File: src/design/m6502x_pkg.sv
package m6502x_pkg;

   // Stack RAM geometry. The depth must be a power of two so that the
   // stack pointer folds onto the RAM by keeping its low bits.
   localparam int STACK_DEPTH = 256;
   localparam int STACK_AW    = $clog2(STACK_DEPTH);

   // Register port geometry.
   localparam int CSR_AW = 3;
   localparam int CSR_DW = 32;

   // Register index, taken from the word-address bits of the byte address.
   localparam logic [CSR_AW-3:0] REG_BREAK_VECTOR = '0;

   // Operation codes.
   localparam logic [5:0] OP_NOP = 6'd0;
   localparam logic [5:0] OP_SEI = 6'd1;
   localparam logic [5:0] OP_SED = 6'd2;
   localparam logic [5:0] OP_SEC = 6'd3;
   localparam logic [5:0] OP_CLC = 6'd4;
   localparam logic [5:0] OP_CLD = 6'd5;
   localparam logic [5:0] OP_CLI = 6'd6;
   localparam logic [5:0] OP_CLV = 6'd7;
   localparam logic [5:0] OP_JMP = 6'd8;
   localparam logic [5:0] OP_LDA = 6'd9;
   localparam logic [5:0] OP_LDX = 6'd10;
   localparam logic [5:0] OP_LDY = 6'd11;
   localparam logic [5:0] OP_STA = 6'd12;
   localparam logic [5:0] OP_STY = 6'd13;
   localparam logic [5:0] OP_STX = 6'd14;
   localparam logic [5:0] OP_TAX = 6'd15;
   localparam logic [5:0] OP_TAY = 6'd16;
   localparam logic [5:0] OP_TSX = 6'd17;
   localparam logic [5:0] OP_TXA = 6'd18;
   localparam logic [5:0] OP_TXS = 6'd19;
   localparam logic [5:0] OP_TYA = 6'd20;
   localparam logic [5:0] OP_ROL = 6'd21;
   localparam logic [5:0] OP_ROR = 6'd22;
   localparam logic [5:0] OP_BCC = 6'd23;
   localparam logic [5:0] OP_BCS = 6'd24;
   localparam logic [5:0] OP_BEQ = 6'd25;
   localparam logic [5:0] OP_BMI = 6'd26;
   localparam logic [5:0] OP_BNE = 6'd27;
   localparam logic [5:0] OP_BPL = 6'd28;
   localparam logic [5:0] OP_BVC = 6'd29;
   localparam logic [5:0] OP_BVS = 6'd30;
   localparam logic [5:0] OP_PHA = 6'd31;
   localparam logic [5:0] OP_PHP = 6'd32;
   localparam logic [5:0] OP_PLA = 6'd33;
   localparam logic [5:0] OP_PLP = 6'd34;
   localparam logic [5:0] OP_JSR = 6'd35;
   localparam logic [5:0] OP_RTS = 6'd36;
   localparam logic [5:0] OP_BRK = 6'd37;
   localparam logic [5:0] OP_RTI = 6'd38;

   // Bit positions in P.
   localparam int FLAG_C = 0;
   localparam int FLAG_Z = 1;
   localparam int FLAG_I = 2;
   localparam int FLAG_D = 3;
   localparam int FLAG_B = 4;
   localparam int FLAG_V = 6;
   localparam int FLAG_N = 7;

   localparam logic [7:0] FLAG_B_MASK = 8'h10;
   localparam logic [7:0] SP_RESET    = 8'hFF;

   // Sequencer steps of the multi-cycle stack operations.
   localparam logic [1:0] STEP_0 = 2'd0;
   localparam logic [1:0] STEP_1 = 2'd1;
   localparam logic [1:0] STEP_2 = 2'd2;
   localparam logic [1:0] STEP_3 = 2'd3;

   // Cycle adjustments reported with each result.
   localparam logic signed [3:0] EXTRA_NONE  = 4'sd0;
   localparam logic signed [3:0] EXTRA_MINUS = -4'sd1;
   localparam logic signed [3:0] EXTRA_ONE   = 4'sd1;
   localparam logic signed [3:0] EXTRA_TWO   = 4'sd2;
   localparam logic signed [3:0] EXTRA_FOUR  = 4'sd4;
   localparam logic signed [3:0] EXTRA_FIVE  = 4'sd5;

   typedef struct packed {
      logic [5:0]  operation;
      logic [15:0] operand;
      logic        from_memory;
      logic [7:0]  memory_value;
   } req_type;

   typedef struct packed {
      logic [15:0]       program_counter;
      logic [7:0]        accumulator;
      logic [7:0]        index_x;
      logic [7:0]        index_y;
      logic [7:0]        stack_pointer;
      logic [7:0]        processor_flags;
      logic              write_enable;
      logic [15:0]       write_address;
      logic [7:0]        write_data;
      logic signed [3:0] extra_cycles;
   } rsp_type;

   // Replaces N and Z in a flag byte with those of a value.
   function automatic logic [7:0] set_nz(input logic [7:0] flags, input logic [7:0] value);
      logic [7:0] result;
      result         = flags;
      result[FLAG_Z] = (value == 8'd0);
      result[FLAG_N] = value[7];
      return result;
   endfunction

endpackage

File: src/design/m6502x_ram.sv
module m6502x_ram #(
   parameter int WIDTH = 8,
   parameter int DEPTH = 256
) (
   input  logic                     clock,
   input  logic                     wr_en,
   input  logic [$clog2(DEPTH)-1:0] wr_addr,
   input  logic [WIDTH-1:0]         wr_data,
   input  logic                     rd_en,
   input  logic [$clog2(DEPTH)-1:0] rd_addr,
   output logic [WIDTH-1:0]         rd_data
);

   logic [WIDTH-1:0] mem_ff [DEPTH];
   logic [WIDTH-1:0] rd_data_ff;

   always_ff @(posedge clock) begin
      if (wr_en) begin
         mem_ff[wr_addr] <= wr_data;
      end
      if (rd_en) begin
         rd_data_ff <= mem_ff[rd_addr];
      end
   end

   assign rd_data = rd_data_ff;

endmodule

File: src/design/cpu6502_misc_instruction_exec.sv
// Results: an accepted instruction's result is registered into the result queue;
// PLA, PLP, JSR, RTS, BRK and RTI first walk through further sequencer steps.
// Throughput: one beat per cycle while the result queue has room; a stack operation
// holds the request side until its last byte has moved, one byte per cycle.
// Reset: synchronous; registers clear, SP goes to 0xFF, and a clearing pass
// zeroes every stack RAM entry while the request side is stalled.
module cpu6502_misc_instruction_exec (
   input  logic                              clock,
   input  logic                              reset,

   input  logic                              req_valid,
   output logic                              req_stall,
   input  m6502x_pkg::req_type               req_payload,

   output logic                              rsp_valid,
   input  logic                              rsp_stall,
   output m6502x_pkg::rsp_type               rsp_payload,

   input  logic                              csr_psel,
   input  logic                              csr_penable,
   input  logic                              csr_pwrite,
   input  logic [m6502x_pkg::CSR_AW-1:0]     csr_paddr,
   input  logic [m6502x_pkg::CSR_DW-1:0]     csr_pwdata,
   output logic [m6502x_pkg::CSR_DW-1:0]     csr_prdata,
   output logic                              csr_pready
);

   // Architectural registers.
   logic [7:0]  a_ff, a_in;
   logic [7:0]  x_ff, x_in;
   logic [7:0]  y_ff, y_in;
   logic [7:0]  sp_ff, sp_in;
   logic [7:0]  p_ff, p_in;
   logic [15:0] pc_ff, pc_in;
   logic [15:0] break_vector_ff;

   // Stack sequencer. A multi-byte stack operation holds its code here and
   // walks through its steps; tmp keeps a byte between two steps (the low
   // byte of a return address going out, or a pulled PC low byte coming in).
   logic        busy_ff, busy_in;
   logic [1:0]  step_ff, step_in;
   logic [5:0]  op_ff, op_in;
   logic [7:0]  tmp_ff, tmp_in;

   // Post-reset clearing pass over the stack RAM.
   logic                            clear_ff;
   logic [m6502x_pkg::STACK_AW-1:0] clr_idx_ff;

   // Stack RAM port signals.
   logic                            ram_we;
   logic [m6502x_pkg::STACK_AW-1:0] ram_waddr;
   logic [7:0]                      ram_wdata;
   logic                            ram_re;
   logic [m6502x_pkg::STACK_AW-1:0] ram_raddr;
   logic [7:0]                      ram_rdata;

   // Two-entry result queue; q0 is the head shown on the result port.
   m6502x_pkg::rsp_type q0_ff, q1_ff;
   logic [1:0]          count_ff;

   logic                accept;
   logic                pop;
   logic                done;
   m6502x_pkg::rsp_type res;

   logic [7:0]  m_val;
   logic [7:0]  rot;
   logic [7:0]  sp_plus;
   logic [7:0]  sp_minus;
   logic [15:0] br_off;
   logic [15:0] br_target;
   logic [15:0] ret_pc;
   logic        branch_taken;
   logic        csr_wr;

   // The request side is held during the clearing pass, while a stack
   // sequence runs, and when the result queue is full. All three terms are
   // registered, so the stall never depends on the result side combinationally.
   assign req_stall = clear_ff | busy_ff | (count_ff == 2'd2);
   assign accept    = req_valid & ~req_stall;

   assign rsp_valid   = (count_ff != 2'd0);
   assign rsp_payload = q0_ff;
   assign pop         = rsp_valid & ~rsp_stall;

   // Register port. Only break_vector exists; other addresses read as zero
   // and ignore writes.
   assign csr_pready = 1'b1;
   assign csr_wr     = csr_psel & csr_penable & csr_pwrite & csr_pready;
   assign csr_prdata = (csr_paddr[m6502x_pkg::CSR_AW-1:2] == m6502x_pkg::REG_BREAK_VECTOR)
                       ? {{(m6502x_pkg::CSR_DW-16){1'b0}}, break_vector_ff}
                       : '0;

   assign sp_plus  = sp_ff + 8'd1;
   assign sp_minus = sp_ff - 8'd1;

   // Operand byte: from memory or the low byte of the immediate.
   assign m_val = req_payload.from_memory ? req_payload.memory_value
                                          : req_payload.operand[7:0];

   // Branch target in the PC offset convention (target minus 2).
   assign br_off    = {{8{req_payload.operand[7]}}, req_payload.operand[7:0]};
   assign br_target = pc_ff + br_off - 16'd2;
   assign ret_pc    = pc_ff + 16'd2;

   always_comb begin
      unique case (req_payload.operation)
         m6502x_pkg::OP_BCC: branch_taken = ~p_ff[m6502x_pkg::FLAG_C];
         m6502x_pkg::OP_BCS: branch_taken =  p_ff[m6502x_pkg::FLAG_C];
         m6502x_pkg::OP_BEQ: branch_taken =  p_ff[m6502x_pkg::FLAG_Z];
         m6502x_pkg::OP_BMI: branch_taken =  p_ff[m6502x_pkg::FLAG_N];
         m6502x_pkg::OP_BNE: branch_taken = ~p_ff[m6502x_pkg::FLAG_Z];
         m6502x_pkg::OP_BPL: branch_taken = ~p_ff[m6502x_pkg::FLAG_N];
         m6502x_pkg::OP_BVC: branch_taken = ~p_ff[m6502x_pkg::FLAG_V];
         m6502x_pkg::OP_BVS: branch_taken =  p_ff[m6502x_pkg::FLAG_V];
         default:            branch_taken = 1'b0;
      endcase
   end

   // Main execute logic. A push writes the RAM at SP and decrements SP in the
   // same cycle. A pull increments SP and issues the read at the new SP; the
   // data comes back from the RAM's output register in the next step, so
   // every pulled byte costs one sequencer step. Writes and reads of the same
   // entry never fall in one cycle, and a read always lands in a later cycle
   // than the write it depends on, so no forwarding path is needed.
   always_comb begin
      a_in      = a_ff;
      x_in      = x_ff;
      y_in      = y_ff;
      sp_in     = sp_ff;
      p_in      = p_ff;
      pc_in     = pc_ff;
      busy_in   = busy_ff;
      step_in   = step_ff;
      op_in     = op_ff;
      tmp_in    = tmp_ff;
      done      = 1'b0;
      rot       = 8'd0;
      ram_we    = 1'b0;
      ram_waddr = sp_ff[m6502x_pkg::STACK_AW-1:0];
      ram_wdata = 8'd0;
      ram_re    = 1'b0;
      ram_raddr = sp_plus[m6502x_pkg::STACK_AW-1:0];
      res       = '0;

      if (clear_ff) begin
         ram_we    = 1'b1;
         ram_waddr = clr_idx_ff;
      end else if (busy_ff) begin
         unique case (op_ff)
            m6502x_pkg::OP_PLA: begin
               a_in             = ram_rdata;
               p_in             = m6502x_pkg::set_nz(p_ff, ram_rdata);
               res.extra_cycles = m6502x_pkg::EXTRA_TWO;
               busy_in          = 1'b0;
               done             = 1'b1;
            end
            m6502x_pkg::OP_PLP: begin
               p_in             = ram_rdata;
               res.extra_cycles = m6502x_pkg::EXTRA_TWO;
               busy_in          = 1'b0;
               done             = 1'b1;
            end
            m6502x_pkg::OP_JSR: begin
               // Second push: low byte of the return address.
               ram_we           = 1'b1;
               ram_wdata        = tmp_ff;
               sp_in            = sp_minus;
               res.extra_cycles = m6502x_pkg::EXTRA_TWO;
               busy_in          = 1'b0;
               done             = 1'b1;
            end
            m6502x_pkg::OP_RTS: begin
               if (step_ff == m6502x_pkg::STEP_1) begin
                  tmp_in  = ram_rdata;
                  ram_re  = 1'b1;
                  sp_in   = sp_plus;
                  step_in = m6502x_pkg::STEP_2;
               end else begin
                  pc_in            = {ram_rdata, tmp_ff};
                  res.extra_cycles = m6502x_pkg::EXTRA_FOUR;
                  busy_in          = 1'b0;
                  done             = 1'b1;
               end
            end
            m6502x_pkg::OP_BRK: begin
               ram_we = 1'b1;
               sp_in  = sp_minus;
               if (step_ff == m6502x_pkg::STEP_1) begin
                  ram_wdata = tmp_ff;
                  step_in   = m6502x_pkg::STEP_2;
               end else begin
                  // Last push: P with B set, which P then keeps.
                  ram_wdata        = p_ff | m6502x_pkg::FLAG_B_MASK;
                  p_in             = p_ff | m6502x_pkg::FLAG_B_MASK;
                  res.extra_cycles = m6502x_pkg::EXTRA_FIVE;
                  busy_in          = 1'b0;
                  done             = 1'b1;
               end
            end
            m6502x_pkg::OP_RTI: begin
               unique case (step_ff)
                  m6502x_pkg::STEP_1: begin
                     p_in    = ram_rdata;
                     ram_re  = 1'b1;
                     sp_in   = sp_plus;
                     step_in = m6502x_pkg::STEP_2;
                  end
                  m6502x_pkg::STEP_2: begin
                     tmp_in  = ram_rdata;
                     ram_re  = 1'b1;
                     sp_in   = sp_plus;
                     step_in = m6502x_pkg::STEP_3;
                  end
                  default: begin
                     pc_in            = {ram_rdata, tmp_ff};
                     res.extra_cycles = m6502x_pkg::EXTRA_FOUR;
                     busy_in          = 1'b0;
                     done             = 1'b1;
                  end
               endcase
            end
            default: begin
               busy_in = 1'b0;
            end
         endcase
      end else if (accept) begin
         done = 1'b1;
         unique case (req_payload.operation)
            m6502x_pkg::OP_SEI: p_in[m6502x_pkg::FLAG_I] = 1'b1;
            m6502x_pkg::OP_SED: p_in[m6502x_pkg::FLAG_D] = 1'b1;
            m6502x_pkg::OP_SEC: p_in[m6502x_pkg::FLAG_C] = 1'b1;
            m6502x_pkg::OP_CLC: p_in[m6502x_pkg::FLAG_C] = 1'b0;
            m6502x_pkg::OP_CLD: p_in[m6502x_pkg::FLAG_D] = 1'b0;
            m6502x_pkg::OP_CLI: p_in[m6502x_pkg::FLAG_I] = 1'b0;
            m6502x_pkg::OP_CLV: p_in[m6502x_pkg::FLAG_V] = 1'b0;
            m6502x_pkg::OP_JMP: begin
               pc_in            = req_payload.operand - 16'd3;
               res.extra_cycles = m6502x_pkg::EXTRA_MINUS;
            end
            m6502x_pkg::OP_LDA: begin
               a_in = m_val;
               p_in = m6502x_pkg::set_nz(p_ff, m_val);
            end
            m6502x_pkg::OP_LDX: begin
               x_in = m_val;
               p_in = m6502x_pkg::set_nz(p_ff, m_val);
            end
            m6502x_pkg::OP_LDY: begin
               y_in = m_val;
               p_in = m6502x_pkg::set_nz(p_ff, m_val);
            end
            m6502x_pkg::OP_STA: begin
               res.write_enable  = 1'b1;
               res.write_address = req_payload.operand;
               res.write_data    = a_ff;
            end
            m6502x_pkg::OP_STY: begin
               res.write_enable  = 1'b1;
               res.write_address = req_payload.operand;
               res.write_data    = y_ff;
            end
            m6502x_pkg::OP_STX: begin
               res.write_enable  = 1'b1;
               res.write_address = req_payload.operand;
               res.write_data    = x_ff;
            end
            m6502x_pkg::OP_TAX: begin
               x_in = a_ff;
               p_in = m6502x_pkg::set_nz(p_ff, a_ff);
            end
            m6502x_pkg::OP_TAY: begin
               y_in = a_ff;
               p_in = m6502x_pkg::set_nz(p_ff, a_ff);
            end
            m6502x_pkg::OP_TSX: begin
               x_in = sp_ff;
               p_in = m6502x_pkg::set_nz(p_ff, sp_ff);
            end
            m6502x_pkg::OP_TXA: begin
               a_in = x_ff;
               p_in = m6502x_pkg::set_nz(p_ff, x_ff);
            end
            m6502x_pkg::OP_TXS: sp_in = x_ff;
            m6502x_pkg::OP_TYA: begin
               a_in = y_ff;
               p_in = m6502x_pkg::set_nz(p_ff, y_ff);
            end
            m6502x_pkg::OP_ROL, m6502x_pkg::OP_ROR: begin
               // Both rotates go through the carry; N and Z follow the result.
               if (req_payload.operation == m6502x_pkg::OP_ROL) begin
                  rot = {m_val[6:0], p_ff[m6502x_pkg::FLAG_C]};
               end else begin
                  rot = {p_ff[m6502x_pkg::FLAG_C], m_val[7:1]};
               end
               p_in = m6502x_pkg::set_nz(p_ff, rot);
               p_in[m6502x_pkg::FLAG_C] = (req_payload.operation == m6502x_pkg::OP_ROL)
                                          ? m_val[7] : m_val[0];
               if (req_payload.from_memory) begin
                  res.write_enable  = 1'b1;
                  res.write_address = req_payload.operand;
                  res.write_data    = rot;
                  res.extra_cycles  = m6502x_pkg::EXTRA_TWO;
               end else begin
                  a_in = rot;
               end
            end
            m6502x_pkg::OP_BCC, m6502x_pkg::OP_BCS, m6502x_pkg::OP_BEQ,
            m6502x_pkg::OP_BMI, m6502x_pkg::OP_BNE, m6502x_pkg::OP_BPL,
            m6502x_pkg::OP_BVC, m6502x_pkg::OP_BVS: begin
               if (branch_taken) begin
                  pc_in            = br_target;
                  res.extra_cycles = (br_target[15:8] != pc_ff[15:8])
                                     ? m6502x_pkg::EXTRA_TWO : m6502x_pkg::EXTRA_ONE;
               end
            end
            m6502x_pkg::OP_PHA: begin
               ram_we           = 1'b1;
               ram_wdata        = a_ff;
               sp_in            = sp_minus;
               res.extra_cycles = m6502x_pkg::EXTRA_ONE;
            end
            m6502x_pkg::OP_PHP: begin
               ram_we           = 1'b1;
               ram_wdata        = p_ff;
               sp_in            = sp_minus;
               res.extra_cycles = m6502x_pkg::EXTRA_ONE;
            end
            m6502x_pkg::OP_PLA, m6502x_pkg::OP_PLP,
            m6502x_pkg::OP_RTS, m6502x_pkg::OP_RTI: begin
               // First pull: the byte arrives in the next step.
               ram_re  = 1'b1;
               sp_in   = sp_plus;
               done    = 1'b0;
               busy_in = 1'b1;
               step_in = m6502x_pkg::STEP_1;
               op_in   = req_payload.operation;
            end
            m6502x_pkg::OP_JSR: begin
               // Push the return high byte now, the low byte next step.
               ram_we    = 1'b1;
               ram_wdata = ret_pc[15:8];
               sp_in     = sp_minus;
               tmp_in    = ret_pc[7:0];
               pc_in     = req_payload.operand - 16'd3;
               done      = 1'b0;
               busy_in   = 1'b1;
               step_in   = m6502x_pkg::STEP_1;
               op_in     = req_payload.operation;
            end
            m6502x_pkg::OP_BRK: begin
               // Push PC high now, PC low and P in the next two steps.
               ram_we    = 1'b1;
               ram_wdata = pc_ff[15:8];
               sp_in     = sp_minus;
               tmp_in    = pc_ff[7:0];
               pc_in     = break_vector_ff - 16'd1;
               done      = 1'b0;
               busy_in   = 1'b1;
               step_in   = m6502x_pkg::STEP_1;
               op_in     = req_payload.operation;
            end
            default: begin
               // NOP and all unassigned codes leave the state unchanged.
            end
         endcase
      end

      res.program_counter = pc_in;
      res.accumulator     = a_in;
      res.index_x         = x_in;
      res.index_y         = y_in;
      res.stack_pointer   = sp_in;
      res.processor_flags = p_in;
   end

   m6502x_ram #(
      .WIDTH (8),
      .DEPTH (m6502x_pkg::STACK_DEPTH)
   ) u_stack_ram (
      .clock   (clock),
      .wr_en   (ram_we),
      .wr_addr (ram_waddr),
      .wr_data (ram_wdata),
      .rd_en   (ram_re),
      .rd_addr (ram_raddr),
      .rd_data (ram_rdata)
   );

   // Control and architectural state.
   always_ff @(posedge clock) begin
      if (reset) begin
         a_ff            <= 8'd0;
         x_ff            <= 8'd0;
         y_ff            <= 8'd0;
         sp_ff           <= m6502x_pkg::SP_RESET;
         p_ff            <= 8'd0;
         pc_ff           <= 16'd0;
         break_vector_ff <= 16'd0;
         busy_ff         <= 1'b0;
         step_ff         <= m6502x_pkg::STEP_0;
         op_ff           <= m6502x_pkg::OP_NOP;
         clear_ff        <= 1'b1;
         clr_idx_ff      <= '0;
         count_ff        <= 2'd0;
      end else begin
         a_ff    <= a_in;
         x_ff    <= x_in;
         y_ff    <= y_in;
         sp_ff   <= sp_in;
         p_ff    <= p_in;
         pc_ff   <= pc_in;
         busy_ff <= busy_in;
         step_ff <= step_in;
         op_ff   <= op_in;

         if (csr_wr && (csr_paddr[m6502x_pkg::CSR_AW-1:2] == m6502x_pkg::REG_BREAK_VECTOR)) begin
            break_vector_ff <= csr_pwdata[15:0];
         end

         if (clear_ff) begin
            clr_idx_ff <= clr_idx_ff + m6502x_pkg::STACK_AW'(1);
            if (clr_idx_ff == m6502x_pkg::STACK_AW'(m6502x_pkg::STACK_DEPTH - 1)) begin
               clear_ff <= 1'b0;
            end
         end

         if (done && !pop) begin
            count_ff <= count_ff + 2'd1;
         end else if (pop && !done) begin
            count_ff <= count_ff - 2'd1;
         end
      end
   end

   // Payload registers: the stack byte buffer and the result queue.
   always_ff @(posedge clock) begin
      tmp_ff <= tmp_in;
      if (pop) begin
         if (done) begin
            if (count_ff == 2'd1) begin
               q0_ff <= res;
            end else begin
               q0_ff <= q1_ff;
               q1_ff <= res;
            end
         end else begin
            q0_ff <= q1_ff;
         end
      end else if (done) begin
         if (count_ff == 2'd0) begin
            q0_ff <= res;
         end else begin
            q1_ff <= res;
         end
      end
   end

endmodule

File: config.mk
export PLATFORM = sky130hd
export DESIGN_NAME = cpu6502_misc_instruction_exec
export DESIGN_NICKNAME = d
export VERILOG_FILES = /design/src/design/m6502x_pkg.sv /design/src/design/m6502x_ram.sv /design/src/design/cpu6502_misc_instruction_exec.sv
export SDC_FILE = /design/constraint.sdc
export NUM_CORES = 2
export LEC_CHECK = 0
export BUFFER_PORTS_ARGS = -buffer_cell sky130_fd_sc_hd__buf_2
export CAP_MARGIN = 20
export CORE_MARGIN = 10
export CORE_UTILIZATION = 50
export DETAILED_ROUTE_END_ITERATION = 12
export GPL_TIMING_DRIVEN = 0
export PLACE_DENSITY = 0.66
export SETUP_SLACK_MARGIN = 0.3
export SYNTH_ARGS = -nofsm -noshare
export SYNTH_HDL_FRONTEND = slang
export SYNTH_SLANG_ARGS = --single-unit
export TNS_END_PERCENT = 20
File: constraint.sdc
create_clock -name clock -period 18.8 [get_ports clock]
set_input_delay 0.94 -clock clock [delete_from_list [all_inputs] [get_ports clock]]
set_output_delay 0.94 -clock clock [all_outputs]
set_load 0.02 [all_outputs]
---- After elaboration in Yosys (flattened, before gate mapping) ----
Memories as Yosys holds them, arrays and structs flattened. A register that Yosys moved wholly into a read port is not among the register bits.
Index checks and enable logic that the tools add are counted.
word-level totals
  bits in registers ....................... 270
  memory bits (writable) .................. 2048
  input port bits ......................... 73
  output and inout bits ................... 120
  logic and storage cells ................. 277
  memories ................................ 1
operators by class
  $add $sub $neg .......................... 10
  eq/ne operators ......................... 58
  muxes and demuxes ....................... 121
  bitwise gates (word level) .............. 15
  reduce and logical (&&, ||, !) cells .... 38
memory list
  memory              depth  width  read ports  clocked after Yosys merged registers in  write ports  line              RTL
  u_stack_ram.mem_ff  256    8      1           1                                        1            m6502x_ram.sv:14  logic [WIDTH-1:0] mem_ff [DEPTH];
operators with widths
  cell                                                                  number
  85-bit two-way mux                                                    10
  8-bit two-way mux                                                     35
  16-bit two-way mux                                                    7
  25-bit case mux with 4 select lines                                   1
  6-bit by 5-bit == test with 1-bit output, second input constant       16
  8-bit case mux with 4 select lines                                    3
  29-bit two-way mux                                                    3
  6-bit == test, second input constant                                  13
  8-bit case mux with 3 select lines                                    3
  8-bit case mux with 2 select lines                                    4
  8-bit logical NOT                                                     7
  6-bit by 4-bit == test with 1-bit output, second input constant       8
  16-bit case mux with 3 select lines                                   1
  16-bit case mux with 2 select lines                                   1
  16-bit by 2-bit subtractor with 16-bit output, second input constant  2
  1-bit two-way mux                                                     26
  25-bit two-way mux                                                    1
  6-bit by 3-bit == test with 1-bit output, second input constant       4
  16-bit adder                                                          1
  16-bit by 2-bit adder with 16-bit output, second input constant       1
  8-bit by 1-bit adder with 8-bit output, second input constant         2
  2-bit two-way mux                                                     8
  4-bit case mux with 4 select lines                                    1
  16-bit by 1-bit subtractor with 16-bit output, second input constant  1
  40 further kinds                                                      83

---- Logic depth before layout (Yosys ltp) ----
  depth after elaboration ................. 15
  gate-level depth with buffers ........... 16

---- Modules after synthesis ----
A second synthesis with hierarchy kept.
unflattened totals
  cells, all modules ...................... 5487
  area total of the unflattened synthesis .. 95711.8 sq um
by module, submodules not included
  module                         times used  cells each  area each (sq um)
  m6502x_ram                     1           3733        79636.4
  cpu6502_misc_instruction_exec  1           1754        16075.4

---- Worst setup path before layout ----
OpenSTA, ideal clock, no wires.
  kind .................................... input to register
  start ................................... input req_payload[28] in the netlist's numbering
  end ..................................... memory u_stack_ram.mem_ff[0][4], data pin
  setup time .............................. 2.188 ns
  data arrival time ....................... 12.122 ns
  path slack .............................. 4.491 ns
  stages on the path ...................... 8
  path buffers ............................ 1
  cells stage by stage .................... buf_2 nand2b_1 nand2b_1 nor3_1 nand2_1 o21ai_0 a221oi_1 o21ai_0
between the ends
  cells in the longest elaborated chain, start to end .. 5
RTL lines
  what                                                                              line                                  RTL
  from (decl)                                                                       cpu6502_misc_instruction_exec.sv:13   input m6502x_pkg::req_type req_payload,
  6-bit == test / 6-bit by 5-bit == test with 1-bit output (equally long branches)  cpu6502_misc_instruction_exec.sv:229  unique case (req_payload.operation)
  8-bit case mux with 4 select lines (*)                                            cpu6502_misc_instruction_exec.sv:229
  8-bit two-way mux (*)                                                             cpu6502_misc_instruction_exec.sv:227  end else if (accept) begin
  8-bit two-way mux (*)                                                             cpu6502_misc_instruction_exec.sv:149  end else if (busy_ff) begin
  8-bit two-way mux (*)                                                             cpu6502_misc_instruction_exec.sv:146  if (clear_ff) begin
  net ram_wdata[4]                                                                  cpu6502_misc_instruction_exec.sv:52   logic [7:0] ram_wdata;
  to (decl)                                                                         m6502x_ram.sv:14
The timed path passes the listed nets; every way through them passes the cells marked *.

---- Worst setup path after layout ----
  start ................................... register sp_ff[0]
  end ..................................... register u_stack_ram.rd_data_ff[4] (netlist: u_stack_ram.rd_data[4]), read port of u_stack_ram.mem_ff, data pin
between the ends
  cells in the longest elaborated chain, start to end .. 1
RTL lines
  what                                    line                                  RTL
  from (decl)                             cpu6502_misc_instruction_exec.sv:32   logic [7:0] sp_ff, sp_in;
  from (signal assigned)                  cpu6502_misc_instruction_exec.sv:396  sp_ff <= m6502x_pkg::SP_RESET;
  from (signal assigned)                  cpu6502_misc_instruction_exec.sv:410  sp_ff <= sp_in;
  8-bit by 1-bit adder with 8-bit output  cpu6502_misc_instruction_exec.sv:94   assign sp_plus = sp_ff + 8'd1;
  to (decl)                               m6502x_ram.sv:15                      logic [WIDTH-1:0] rd_data_ff;
No other way between the ends.
A chain may end at the register's enable or synchronous reset.

==> metrics.md <==
| Metric | Value |
|---|---|
| CP Class | `register to register` |
| Vias per inst | `about 6.4` |
| FF/Latch Area | `between 60000 and 70000 µm²` |
| Placer Congestion | `approximately 0.96` |
| Multi-input logic area | `roughly 25000 µm²` |
| Design area | `108800 µm²` |
| Slew Viols, Final | `0` |
| Synth area leaders | `edfxtp_1 (70%), mux4_2 (15%), dfxtp_1 (1.9%), nor2_1 (1.6%), nand2_1 (1.4%)` |
| Vias in the first global route | `52300` |
| Hold Violations, Final | `0` |
| TritonCTS clock tree | `yes` |
| Ys flop type | `edfxtp_1` |
| Post-Syn Area | `roughly 96000 µm²` |
| CTS H-tree depth | `4` |
| Layout cells sized above 1 | `24.63%` |
| Worst Hold Class | `input port to register` |
| Area share of the largest cell type after synthesis | `70.22%` |
| Post-route ant nets | `0` |
| Grt peak-use layer | `met2` |
| GR Util met1 | `a little over a third` |
| Avg WL per Cell | `32.59 µm` |
| Worst-path clk slew | `70 ps` |
| P_int | `8.351 mW` |
| EDFF count, synth | `~2200` |
| Dpl cell area | `~100000 µm²` |
| Starting Density | `50.29%` |
| Post-CTS setup repair buffer count | `0` |
| CTS Hold Bufs | `0` |
| Status | `finished clean` |
| Placement Rows | `160` |
| Clock Tree Root | `clkbuf_16` |
| Final nets | `5781` |
| Net Sw Frac | `23.04%` |
| Initial antenna violation count | `5` |
| First-pass GRT wire length | `386900 µm` |
| Final worst slack | `11700 ps` |
| Inserted Clock Buffers | `226` |
| Fin crit share | `37.74%` |
| Initial DRT Pass Iterations | `7` |
| Synth-to-layout area growth | `13.94%` |
| Initial drt markers | `7303` |
| Top cells by count, synth | `edfxtp_1 (2234), mux4_2 (640), nor2_1 (405), nand2_1 (353), clkbuf_1 (166)` |
| CP Data Required Time | `19340 ps` |
| Top-count cell post-synth | `edfxtp_1` |
| Fin crit period | `7096 ps` |
| Lkg Pwr | `34.31 nW` |
| Achievable frequency | `140.9 MHz` |
| GRT overflow | `0` |
| TritonCTS Sinks | `2326` |
| Cells after Synth | `5174` |
| Die height | `457.1 µm` |
| Total GRT Usage | `~26%` |
| Die Area | `approximately 210000 µm²` |
| Final setup violating endpoints | `0` |
| Setup crit end kind | `register` |
| Horiz. Die Dim | `roughly 460 µm` |
| Worst slew pin tran | `around 1300 ps` |
| Sequential share of power | `between 50% and 60%` |
| Worst-path fanout max | `10` |
| Mapped Avg Cell Area | `18.46 µm²` |
| Final Skew | `41.04 ps` |
| Largest net degree at the start of global routing | `45` |
| Pre-CTS setup slack | `11660 ps` |
| Syn. warnings | `0` |
| Vias | `53430` |
| CP arrival | `approximately 7600 ps` |
| Grt met3 use | `5.895%` |
| Total wire length | `around 270000 µm` |
| DP HPWL | `between 150000 and 200000 µm` |
| Max VDD drop | `0.09315 mV` |
| Switching pwr | `~2.5 mW` |
| Io pins | `193` |
| Skew-Pair Late Insertion Delay | `880 ps` |
| Clock network power share | `40.9%` |
| Leading area contributor after synthesis | `edfxtp_1` |
| Distinct cell type count after synthesis | `95` |
| Comb pwr share | `approximately 7.0%` |
| Max Cap Violations | `0` |
| Core area | `190000 µm²` |
| Slew headroom | `14.94%` |
| RSZ-0062 raised after global routing | `no` |
| PwrDens | `99.69 nW/µm²` |
| Clk buf depth | `3` |
| Seq/Total Area, Yosys | `a little over 70%` |
| Post-CTS sizing | `0` |
| GR Layer Usage met2 | `39.70%` |
| Number of synthesized register bits | `~2300` |
| Fill cells | `14170` |
| Async SR Flop Fraction | `0%` |
| Final Util | `between 50% and 60%` |
| PortBufs | `~150` |
| DRC Markers | `0` |
| Startpoint Class | `register` |
worst paths after layout:
kind	from	slack, ps	cells after the start	end
max	sp_ff[0]	11700	16	u_stack_ram.rd_data[4]
min	csr_pwdata[14]	310	3	break_vector_ff[14]
max reg2reg	sp_ff[0]	11700	16	u_stack_ram.rd_data[4]
min reg2reg	break_vector_ff[6]	480	2	break_vector_ff[6]
placed cells by master (no fill, tap or decap), types with 49 or more instances in the layout:
cell type | synthesis | final
nand2_1 | 353 | 353
clkbuf_16 | 0 | 229
clkbuf_1 | 166 | 219
nand3_1 | 49 | 49
buf_2 | 106 | 262
nor2_1 | 405 | 405
a21oi_1 | 122 | 121
dfxtp_1 | 92 | 92
inv_1 | 113 | 113
o21ai_0 | 117 | 116
edfxtp_1 | 2234 | 2234
clkinv_1 | 0 | 59
mux4_2 | 640 | 640
power groups by stage:
stage          Clock [mW]  Combinational [mW]  Sequential (mW)
2_1_floorplan           0               0.390             5.79
3_3_place_gp            0               0.723             5.77
3_5_place_dp            0               0.743             5.76
4_1_cts              4.48               0.746             5.65
5_1_grt              4.69               0.785             5.65
6_report             4.44               0.762             5.65
worst max-delay path, cell delays in order, from the launching register on:
cell	delay (ps)
dfxtp_1	330
buf_2	380
buf_4	380
buf_4	330
buf_2	500
inv_1	190
ha_1	410
clkbuf_1	210
buf_2	390
clkbuf_1	630
clkbuf_1	840
mux4_2	420
mux4_2	520
nand2_1	90
nand2_1	160
o21ai_0	600
o221ai_1	350
per-stage QoR:
stage / cells / hold slack [ps] / power (mW) / setup TNS (ps)
2_1_floorplan: 5189 / 436.3 / 6.180 / 0
3_3_place_gp: 7852 / 449.2 / 6.488 / -3818400
3_5_place_dp: 7943 / 480.6 / 6.501 / 0
4_1_cts: 8368 / 239.3 / 10.87 / 0
5_1_grt: 8374 / 289.3 / 11.12 / 0
6_report: 8375 / 308.9 / 10.85 / 0
registers in the layout, summed over array words and instances (netlist names):
register / cells
u_stack_ram.rd_data: 8
clr_idx_ff: 8
p_ff: 8
rsp_payload: 85
pc_ff: 16
y_ff: 8
break_vector_ff: 16
busy_ff: 1
sp_ff: 8
a_ff: 8
u_stack_ram.mem_ff: 2048
x_ff: 8
op_ff: 6
count_ff: 2
clear_ff: 1
tmp_ff: 8
step_ff: 2
q1_ff: 85
metal layers:
metal | share of wire [%] | routed length, µm
met1 | 39 | 106500
met2 | 46 | 126800
met3 | 10 | 28040
met4 | 4.3 | 11640
met5 | 0 | 0
cells by family (layout without fill, tap and decap cells):
kind of cell / Yosys count / count (layout) / share of synthesized area, %
fa+ha+maj: 42 / 42 / 0.5579
compound gates: 531 / 531 / 3.669
xor+xnor: 76 / 76 / 0.7256
other cells: 2 / 18 / 0.007861
flops: 2326 / 2326 / 72.15
simple gates: 1044 / 1044 / 4.915
mux: 712 / 712 / 15.90
buf+inv: 441 / 1115 / 2.072
final cells by class:
cell class	count	area share, %
Clock buffer	285	5.476
Multi-Input combinational cell	2422	22.81
Sequential cell	2326	63.32
Inverter	114	0.3931
Clock inverter	140	1.169
Tap cell	2511	2.886
Timing Repair Buffer	249	2.515
Antenna cell	1	0.002299
Buffer	327	1.427
(Power assumes the default switching activity.)
